==> src/hw/rtl/lru_key_tracker_unit_defines.svh <==
// assertion macros used by the lru key tracker rtl
`ifndef LRU_KEY_TRACKER_UNIT_DEFINES_SVH
`define LRU_KEY_TRACKER_UNIT_DEFINES_SVH

`ifndef ASSERT_OFF
// expression holds at every edge out of reset
`define ASSERT_ALWAYS(lbl, clk, rst_n, expr) \
    lbl: assert property (@(posedge clk) disable iff (!rst_n) (expr)) \
        else $error("assertion failed");
// consequent holds in the same cycle as the antecedent
`define ASSERT_IMPLIES(lbl, clk, rst_n, ante, cons) \
    lbl: assert property (@(posedge clk) disable iff (!rst_n) (ante) |-> (cons)) \
        else $error("assertion failed");
// consequent holds in the cycle after the antecedent
`define ASSERT_NEXT(lbl, clk, rst_n, ante, cons) \
    lbl: assert property (@(posedge clk) disable iff (!rst_n) (ante) |=> (cons)) \
        else $error("assertion failed");
`else
`define ASSERT_ALWAYS(lbl, clk, rst_n, expr)
`define ASSERT_IMPLIES(lbl, clk, rst_n, ante, cons)
`define ASSERT_NEXT(lbl, clk, rst_n, ante, cons)
`endif

`endif

==> src/hw/rtl/lkt_pkg.sv <==
`default_nettype none

package lkt_pkg;

    localparam int KEY_W = 64;
    localparam int OCC_W = 5;

    localparam logic OP_TOUCH = 1'b0;
    localparam logic OP_EVICT = 1'b1;

    // broadcast from the top level to every cell
    typedef struct packed {
        logic en;
        logic evict;
        logic hit_any;
    } t_cell_ctl;

endpackage

`default_nettype wire

==> src/hw/rtl/lkt_cell.sv <==
`default_nettype none

module lkt_cell #(
    parameter int KEY_BITS = 64
) (
    input  wire logic                  i_clk,
    input  wire logic                  i_rst_n,
    input  wire lkt_pkg::t_cell_ctl    i_ctl,
    input  wire logic [KEY_BITS-1:0]   i_key,
    input  wire logic [KEY_BITS-1:0]   i_next_key,
    input  wire logic                  i_next_valid,
    input  wire logic                  i_prev_valid,
    input  wire logic                  i_seen,
    output logic [KEY_BITS-1:0]        o_key,
    output logic                       o_valid,
    output logic                       o_match,
    output logic                       o_seen
);
    import lkt_pkg::*;

    logic [KEY_BITS-1:0] r_key;
    logic                r_valid;
    logic [KEY_BITS-1:0] n_key;
    logic                n_valid;
    logic                w_match;
    logic                w_seen;

    assign w_match = r_valid && (r_key == i_key);
    // at or after the hit slot in the age order
    assign w_seen  = i_seen | w_match;

    always_comb begin
        n_key   = r_key;
        n_valid = r_valid;
        if (i_ctl.evict) begin
            n_key   = i_next_key;
            n_valid = i_next_valid;
        end else if (i_ctl.hit_any) begin
            if (w_seen && r_valid) begin
                n_key = i_next_valid ? i_next_key : i_key;
            end
        end else if (!r_valid && i_prev_valid) begin
            // first free slot takes the new key, none when full
            n_key   = i_key;
            n_valid = 1'b1;
        end
    end

    always_ff @(posedge i_clk) begin
        if (i_ctl.en) begin
            r_key <= n_key;
        end
    end

    always_ff @(posedge i_clk) begin
        if (!i_rst_n) begin
            r_valid <= 1'b0;
        end else if (i_ctl.en) begin
            r_valid <= n_valid;
        end
    end

    assign o_key   = r_key;
    assign o_valid = r_valid;
    assign o_match = w_match;
    assign o_seen  = w_seen;

endmodule

`default_nettype wire

==> src/hw/rtl/lru_key_tracker_unit.sv <==
// the result of an accepted item is registered and valid in the next cycle
// throughput: one item per cycle unless an unread result stalls o_ready; every cell
// compares and shifts in the same cycle, so the row compare and neighbor shift set it
// reset: synchronous active low, clears the valid bit of each cell, the count
// and the result valid flag; stored keys and result fields need no clearing pass
`default_nettype none
`include "lru_key_tracker_unit_defines.svh"

module lru_key_tracker_unit #(
    parameter int CAPACITY = 16,
    parameter int KEY_BITS = 64
) (
    input  wire logic                       i_clk,
    input  wire logic                       i_rst_n,
    input  wire logic                       i_valid,
    output logic                            o_ready,
    input  wire logic                       i_op,
    input  wire logic [lkt_pkg::KEY_W-1:0]  i_key,
    output logic                            o_valid,
    input  wire logic                       i_ready,
    output logic [lkt_pkg::KEY_W-1:0]       o_evicted_key,
    output logic                            o_evict_done,
    output logic                            o_was_present,
    output logic                            o_full_reject,
    output logic [lkt_pkg::OCC_W-1:0]       o_occupancy
);
    import lkt_pkg::*;

    localparam int CNT_W = $clog2(CAPACITY + 1);

    logic [CNT_W-1:0]    r_count;
    logic [CNT_W-1:0]    n_count;
    logic                r_out_valid;
    logic [KEY_W-1:0]    r_evicted_key;
    logic                r_evict_done;
    logic                r_was_present;
    logic                r_full_reject;

    logic                w_accept;
    logic                w_evict;
    logic                w_empty;
    logic                w_full;
    logic                w_hit;
    logic [KEY_BITS-1:0] w_in_key;
    t_cell_ctl           w_ctl;

    logic [KEY_BITS-1:0] w_key   [CAPACITY+1];
    logic                w_vld   [CAPACITY+1];
    logic                w_seen  [CAPACITY+1];
    logic [CAPACITY-1:0] w_valid_vec;
    logic [CAPACITY-1:0] w_match_vec;

    assign o_ready  = !r_out_valid || i_ready;
    assign w_accept = i_valid && o_ready;
    assign w_evict  = (i_op == OP_EVICT);
    assign w_in_key = i_key[KEY_BITS-1:0];
    assign w_empty  = (r_count == '0);
    assign w_full   = (r_count == CNT_W'(CAPACITY));
    assign w_hit    = w_seen[CAPACITY];

    assign w_ctl.en      = w_accept;
    assign w_ctl.evict   = w_evict;
    assign w_ctl.hit_any = w_hit;

    // row ends: nothing past the newest slot, an always-valid slot before the oldest
    assign w_key[CAPACITY] = '0;
    assign w_vld[CAPACITY] = 1'b0;
    assign w_seen[0]       = 1'b0;

    for (genvar g = 0; g < CAPACITY; g++) begin : g_cell
        logic w_prev;
        logic w_seen_out;

        if (g == 0) begin : g_first
            assign w_prev = 1'b1;
        end else begin : g_rest
            assign w_prev = w_vld[g-1];
        end

        lkt_cell #(
            .KEY_BITS (KEY_BITS)
        ) u_cell (
            .i_clk        (i_clk),
            .i_rst_n      (i_rst_n),
            .i_ctl        (w_ctl),
            .i_key        (w_in_key),
            .i_next_key   (w_key[g+1]),
            .i_next_valid (w_vld[g+1]),
            .i_prev_valid (w_prev),
            .i_seen       (w_seen[g]),
            .o_key        (w_key[g]),
            .o_valid      (w_vld[g]),
            .o_match      (w_match_vec[g]),
            .o_seen       (w_seen_out)
        );

        assign w_seen[g+1]    = w_seen_out;
        assign w_valid_vec[g] = w_vld[g];
    end

    always_comb begin
        n_count = r_count;
        if (w_evict) begin
            if (!w_empty) begin
                n_count = r_count - CNT_W'(1);
            end
        end else if (!w_hit && !w_full) begin
            n_count = r_count + CNT_W'(1);
        end
    end

    always_ff @(posedge i_clk) begin
        if (!i_rst_n) begin
            r_count     <= '0;
            r_out_valid <= 1'b0;
        end else begin
            if (w_accept) begin
                r_count     <= n_count;
                r_out_valid <= 1'b1;
            end else if (i_ready) begin
                r_out_valid <= 1'b0;
            end
        end
    end

    always_ff @(posedge i_clk) begin
        if (w_accept) begin
            r_evicted_key <= (w_evict && !w_empty) ? KEY_W'(w_key[0]) : '0;
            r_evict_done  <= w_evict && !w_empty;
            r_was_present <= !w_evict && w_hit;
            r_full_reject <= !w_evict && !w_hit && w_full;
        end
    end

    assign o_valid       = r_out_valid;
    assign o_evicted_key = r_evicted_key;
    assign o_evict_done  = r_evict_done;
    assign o_was_present = r_was_present;
    assign o_full_reject = r_full_reject;
    assign o_occupancy   = OCC_W'(r_count);

    // valid bits stay packed at the old end and agree with the count
    `ASSERT_ALWAYS(a_valid_count, i_clk, i_rst_n,
        $countones(w_valid_vec) == int'(r_count))
    // stored keys are unique, so a touch hits at most one cell
    `ASSERT_ALWAYS(a_single_hit, i_clk, i_rst_n, $onehot0(w_match_vec))
    // a refused key leaves a full set behind
    `ASSERT_IMPLIES(a_reject_full, i_clk, i_rst_n,
        r_out_valid && r_full_reject, r_count == CNT_W'(CAPACITY))
    // a successful evict drops the count by one
    `ASSERT_NEXT(a_evict_count, i_clk, i_rst_n,
        w_accept && w_evict && !w_empty, r_count == $past(r_count) - CNT_W'(1))

endmodule

`default_nettype wire

==> config.mk <==
export PLATFORM = sky130hd
export DESIGN_NAME = lru_key_tracker_unit
export DESIGN_NICKNAME = d
export VERILOG_FILES = /design/src/hw/rtl/lkt_pkg.sv /design/src/hw/rtl/lkt_cell.sv /design/src/hw/rtl/lru_key_tracker_unit.sv
export VERILOG_INCLUDE_DIRS = /design/src /design/src/hw/rtl
export SDC_FILE = /design/constraint.sdc
export NUM_CORES = 2
export LEC_CHECK = 0
export BUFFER_PORTS_ARGS = -buffer_cell sky130_fd_sc_hd__buf_4
export CAP_MARGIN = 20
export CORE_AREA = 2 2 452 342
export CTS_CLUSTER_DIAMETER = 150
export DETAILED_ROUTE_END_ITERATION = 16
export DIE_AREA = 0 0 454 344
export GPL_ROUTABILITY_DRIVEN = 0
export SYNTH_ARGS = -nofsm -noshare
export SYNTH_HDL_FRONTEND = slang
export SYNTH_HIERARCHICAL = 1
export SYNTH_SLANG_ARGS = --single-unit
==> constraint.sdc <==
create_clock -name i_clk -period 9.22 [get_ports i_clk]
set_input_delay 1.383 -clock i_clk [delete_from_list [all_inputs] [get_ports i_clk]]
set_output_delay 1.383 -clock i_clk [all_outputs]
set_load 0.02 [all_outputs]
# After elaboration in Yosys (flattened, before gate mapping)
# Cells that the tools add are included.
[word_totals]
reg_bits = 1113
input_bits = 69
output_inout_bits = 74
word_cells = 361
[classes]
n_addsub = 2
eq_ne = 36
n_mux = 130
bitwise_logic = 15
reduce_logical = 140
[op_table]
columns = ["cell", "count"]
rows = [
  ["64-bit two-way mux", 78],
  ["64-bit == test", 16],
  ["3-bit AND reduction", 32],
  ["1-bit logical AND", 53],
  ["1-bit two-way mux", 49],
  ["3-bit inequality test, second input constant", 16],
  ["3-bit nonzero test", 15],
  ["2-bit nonzero test", 17],
  ["1-bit zero test", 20],
  ["5-bit two-way mux", 3],
  ["1-bit OR", 15],
  ["5-bit by 1-bit adder with 5-bit output, second input constant", 1],
  ["5-bit == test, second input constant", 1],
  ["5-bit zero test", 1],
  ["5-bit by 1-bit subtractor with 5-bit output, second input constant", 1],
  ["2-bit inequality test, second input constant", 2],
  ["3-bit by 2-bit inequality test with 1-bit output, second input constant", 1],
  ["2-bit AND reduction", 1],
  ["1-bit logical OR", 1],
]

# Longest topological paths before layout
[depth]
ltp_word = 21
ltp_mapped = 24
mapped_depth_nobuf = 24

# By module
# Netlist, hierarchy kept.
[modules_own_cells]
columns = ["mod", "instances", "cells_per_inst", "area_per_inst_um2", "seq_area_each_um2"]
rows = [
  ["lkt_cell", 16, 293, 3776.1, 1941.9],
  ["lru_key_tracker_unit", 1, 189, 2937.8, 2132.0],
]

# Worst setup path before layout
# OpenSTA, ideal clock, no wires.
[synth_path]
path_type = "input to register"
from = "in i_valid"
to = "reg g_cell[0].u_cell.r_key[0] (enable)"
arrival_time_ps = 9416
required_time_ps = 8731
path_slack_ps = -686
cell_stages = 4
path_buffers = 0
cell_sequence = "inv_1 nor2_1 nand3_1 o31ai_2"
[synth_between]
elab_chain_cells = 2
[synth_lines]
columns = ["element", "line_no", "source"]
rows = [
  ["start, declared", "lru_key_tracker_unit.sv:15", "input wire logic i_valid,"],
  ["1-bit logical AND", "lru_key_tracker_unit.sv:54", "assign w_accept = i_valid && o_ready;"],
  ["via w_accept", "lru_key_tracker_unit.sv:39", "logic w_accept;"],
  ["3-bit AND reduction (no line)", "n/a", ""],
  ["end signal, assigned", "lkt_cell.sv:51", "r_key <= n_key;"],
  ["end, declared", "lkt_cell.sv:21", "logic [KEY_BITS-1:0] r_key;"],
]
# The timed path passes the listed nets, and every way through them passes these cells.
# A chain may end at the register's enable or synchronous reset.

# Final worst setup path
[layout_path]
from = "in i_key[48] (netlist bit)"
to = "reg g_cell[2].u_cell.r_key[3], data pin"
[layout_between]
elab_chain_cells = 19
[layout_lines]
columns = ["element", "line_no", "source"]
rows = [
  ["start, declared", "lru_key_tracker_unit.sv:18", "input wire logic [lkt_pkg::KEY_W-1:0] i_key,"],
  ["64-bit == test", "lkt_cell.sv:28", "assign w_match = r_valid && (r_key == i_key);"],
  ["1-bit logical AND", "lkt_cell.sv:28", ""],
  ["via g_cell[0].w_seen_out", "lru_key_tracker_unit.sv:72", "logic w_seen_out;"],
  ["1-bit OR", "lkt_cell.sv:30", "assign w_seen = i_seen | w_match;"],
  ["via g_cell[1].w_seen_out", "lru_key_tracker_unit.sv:72", ""],
  ["1-bit OR", "lkt_cell.sv:30", ""],
  ["via g_cell[2].w_seen_out", "lru_key_tracker_unit.sv:72", ""],
  ["1-bit OR", "lkt_cell.sv:30", ""],
  ["via g_cell[3].w_seen_out", "lru_key_tracker_unit.sv:72", ""],
  ["[1 not listed]", "n/a", ""],
  ["via g_cell[4].w_seen_out", "lru_key_tracker_unit.sv:72", ""],
  ["[1 not listed]", "n/a", ""],
  ["via g_cell[5].w_seen_out", "lru_key_tracker_unit.sv:72", ""],
  ["[1 not listed]", "n/a", ""],
  ["via g_cell[6].w_seen_out", "lru_key_tracker_unit.sv:72", ""],
  ["[1 not listed]", "n/a", ""],
  ["via g_cell[7].w_seen_out", "lru_key_tracker_unit.sv:72", ""],
  ["[1 not listed]", "n/a", ""],
  ["via g_cell[8].w_seen_out", "lru_key_tracker_unit.sv:72", ""],
  ["[1 not listed]", "n/a", ""],
  ["via g_cell[9].w_seen_out", "lru_key_tracker_unit.sv:72", ""],
  ["[1 not listed]", "n/a", ""],
  ["via g_cell[10].w_seen_out", "lru_key_tracker_unit.sv:72", ""],
  ["[1 not listed]", "n/a", ""],
  ["via g_cell[11].w_seen_out", "lru_key_tracker_unit.sv:72", ""],
  ["[1 not listed]", "n/a", ""],
  ["via g_cell[12].w_seen_out", "lru_key_tracker_unit.sv:72", ""],
  ["[1 not listed]", "n/a", ""],
  ["via g_cell[13].w_seen_out", "lru_key_tracker_unit.sv:72", ""],
  ["1-bit OR", "lkt_cell.sv:30", ""],
  ["via g_cell[14].w_seen_out", "lru_key_tracker_unit.sv:72", ""],
  ["1-bit OR", "lkt_cell.sv:30", ""],
  ["via g_cell[15].w_seen_out", "lru_key_tracker_unit.sv:72", ""],
  ["64-bit two-way mux", "lkt_cell.sv:38", "end else if (i_ctl.hit_any) begin"],
  ["64-bit two-way mux", "lkt_cell.sv:35", "if (i_ctl.evict) begin"],
  ["via g_cell[2].u_cell.n_key[3]", "lkt_cell.sv:23", "logic [KEY_BITS-1:0] n_key;"],
  ["end signal, assigned", "lkt_cell.sv:51", ""],
  ["end, declared", "lkt_cell.sv:21", ""],
]
# The timed path passes the listed nets, and every way through them passes these cells.

==> metrics.md <==
| Metric | Value |
|---|---|
| Outcome | complete, no violations |
| # setup viols final | 0 |
| Post-route DRC | 0 |
| Worst reg-to-reg path cell count | 25 |
| Fin worst setup slack | approximately 1500 ps |
| Hold_sp | o_occupancy[3] |
| R2R Path Start | g_cell[0].u_cell/o_key[48] |
| Final hold vios | 0 |
| R2r setup slk | 2090 ps |
| Hold path cells | 2 |
| CTS clock-pin slew for the worst setup and hold paths | roughly 60 ps |
| Worst endpoint required time | approximately 9700 ps |
| Tot GR Track Use | 0.213 |
| Clk_skew | between 20 and 30 ps |
| Initial Util | 0.405 |
| DPL Wire Length | ~120000 µm |
| Antenna-violating nets left | 0 |
| Pin count of the biggest net entering global routing | 66 |
| Crit-path max FO | 34 |
| Core area | approximately 150000 µm² |
| DRT Wirelength | 168000 µm |
| Input/output buffers | 142 |
| Global-route wire length before repair | around 250000 µm |
| Fin crit share | 0.834 |
| Layout net count | a little under 5k |
| Setup_tns | 0 ps |
| Leak | 23.2 nW |
| CP delay by family, top | compound AO/OA/AOI/OAI gates |
| Overall Power | about 13 mW |
| Chip Width | between 400 and 500 µm |
| Least-Margin Pin Slew | about 1200 ps |
| Max incr delay on CP | 810 ps |
| Worst slack, placed | between 900 and 1000 ps |
| Ratio of cells with drive above 1 in the final layout | 0.287 |
| DR pass1 iterations | 7 |
| Achievable Freq | approximately 0.13 GHz |
| Post-Syn Area | 61400 µm² |
| CTS root buf | clkbuf_16 |
| Synthesis-to-layout area growth | 12.8% |
| Worst r2r dst | g_cell[2].u_cell/o_key[3] |
| I/O pin count | around 140 |
| Resized cells post-CTS | 0 |
| CP Capture Type | flip-flop |
| Slew Limit Fails | 0 |
| Syn_area_per_cell | roughly 14 µm² |
| Total grt overflow | 0 |
| Post-synthesis instance total | between 4k and 5k |
| CP bufs+invs | 4 |
| HP Class | reg2reg |
| Crit Path Class | in2reg |
| End of the worst hold path | o_occupancy[3] |
| Max-cap check violation count | 0 |
| First DRT Iteration DRCs | ~3.2k |
| Initial antenna violation count | 9 |
| Row count | approximately 120 |
| Drt via density | 5.37 |
| Startpoint types | input pin |
| Crit-path slowest cell | a21oi_4 |
| PwrDens | 183 nW/µm² |
| Buffer count from post-CTS setup fixing | 0 |
| Vias in the first global route | between 30k and 40k |
| Num CTS Buffers | approximately 110 |
| Via count | 37.4k |
| Worst rel slew slack | 0.186 |
| Max IR drop VDD | 0.170 mV |
| Die H | about 340 µm |
| Most used cell, CP | o21bai_1 |
| CTS Sinks | ~1.1k |
| RSZ-0062 raised after global routing | false |
| H-tree depth | 3 |
| CTS tree | yes |
| Die area | between 150000 and 200000 µm² |
| Wire length per cell | 24.0 µm |
| Tmin final | about 7700 ps |
| Arr. time, crit path | 8170 ps |
| Skew-Pair Late Insertion Delay | about 740 ps |
| Clk buf depth | 3 |
| Cts hold-fix bufs | 0 |
| Warnings from Yosys | 6 |
## metrics by stage
step	cells	hold WS, ps	area, µm²	utilization
after global routing	6966	587	69200	0.457
final	6969	553	69200	0.457
after CTS	6966	545	69200	0.457
after floorplan	4608	472	61600	-
after global placement	6759	536	65700	0.433
after detailed placement	6763	539	65700	0.433
## routing by layer
layer  up-vias  track usage  share of wire
li1      17400            -              -
met1     18800        0.324           0.49
met2       986        0.314           0.43
met3       181       0.0391          0.064
met4         2       0.0460          0.021
met5         -            0       0.000078
## sequential cells by signal (all words and copies together) (netlist names)
signal / count
o_was_present: 1
o_occupancy: 5
o_valid: 1
o_evicted_key: 64
g_cell.u_cell/o_key: 1024
g_cell.u_cell/o_valid: 16
o_full_reject: 1
o_evict_done: 1
## worst max-delay path by stage
| stage | from | to | slack, ps | cells past startpoint |
|---|---|---|---|---|
| 2_1_floorplan | i_key[4] | g_cell[0].u_cell/o_key[0] | 220 | 22 |
| 4_1_cts | i_key[16] | g_cell[2].u_cell/o_key[3] | 1730 | 26 |
| 5_1_grt | i_key[48] | g_cell[1].u_cell/o_key[46] | 1230 | 26 |
| 3_3_place_gp | i_key[48] | g_cell[1].u_cell/o_key[59] | 850 | 26 |
| 6_report | i_key[48] | g_cell[2].u_cell/o_key[3] | 1530 | 26 |
| 3_5_place_dp | i_key[16] | g_cell[5].u_cell/o_key[63] | 940 | 26 |
## power breakdown
group,total [mW],switching [mW],internal (mW)
logic,1.85,1.01,0.839
registers,6.27,0.255,6.01
clock network,4.54,2.02,2.52
## cell usage in the layout (no fill, tap or decap), types with 32 or more instances in the layout
master,instances
edfxtp_1,1091
nand4_2,32
nor4_1,49
conb_1,69
buf_4,222
nand3_1,35
o22ai_1,144
mux2_2,912
and2_1,65
nand4_1,257
inv_1,306
nor2b_1,34
mux2_1,112
xnor2_1,658
nand2_1,37
nand2b_1,432
clkbuf_16,115
## area by class of cell
type,instances,area [µm²]
clock inverters,60,519
diodes,3,7.51
inverters,306,1150
flip-flops and latches,1113,33200
repair buffers,243,2050
well taps,2016,2520
multi-input cells,3085,26800
fillers,13500,82300
clock buffers,143,3010
## worst min-delay path: cells and delay by family (launching register included)
| family | cells | cell delay, ps |
|---|---|---|
| flip-flops | 1 | 360 |
| AND/OR/NAND/NOR | 1 | 80 |
| AO/OA/AOI/OAI | 1 | 70 |
No activity file was read; power rests on OpenSTA's default activity.
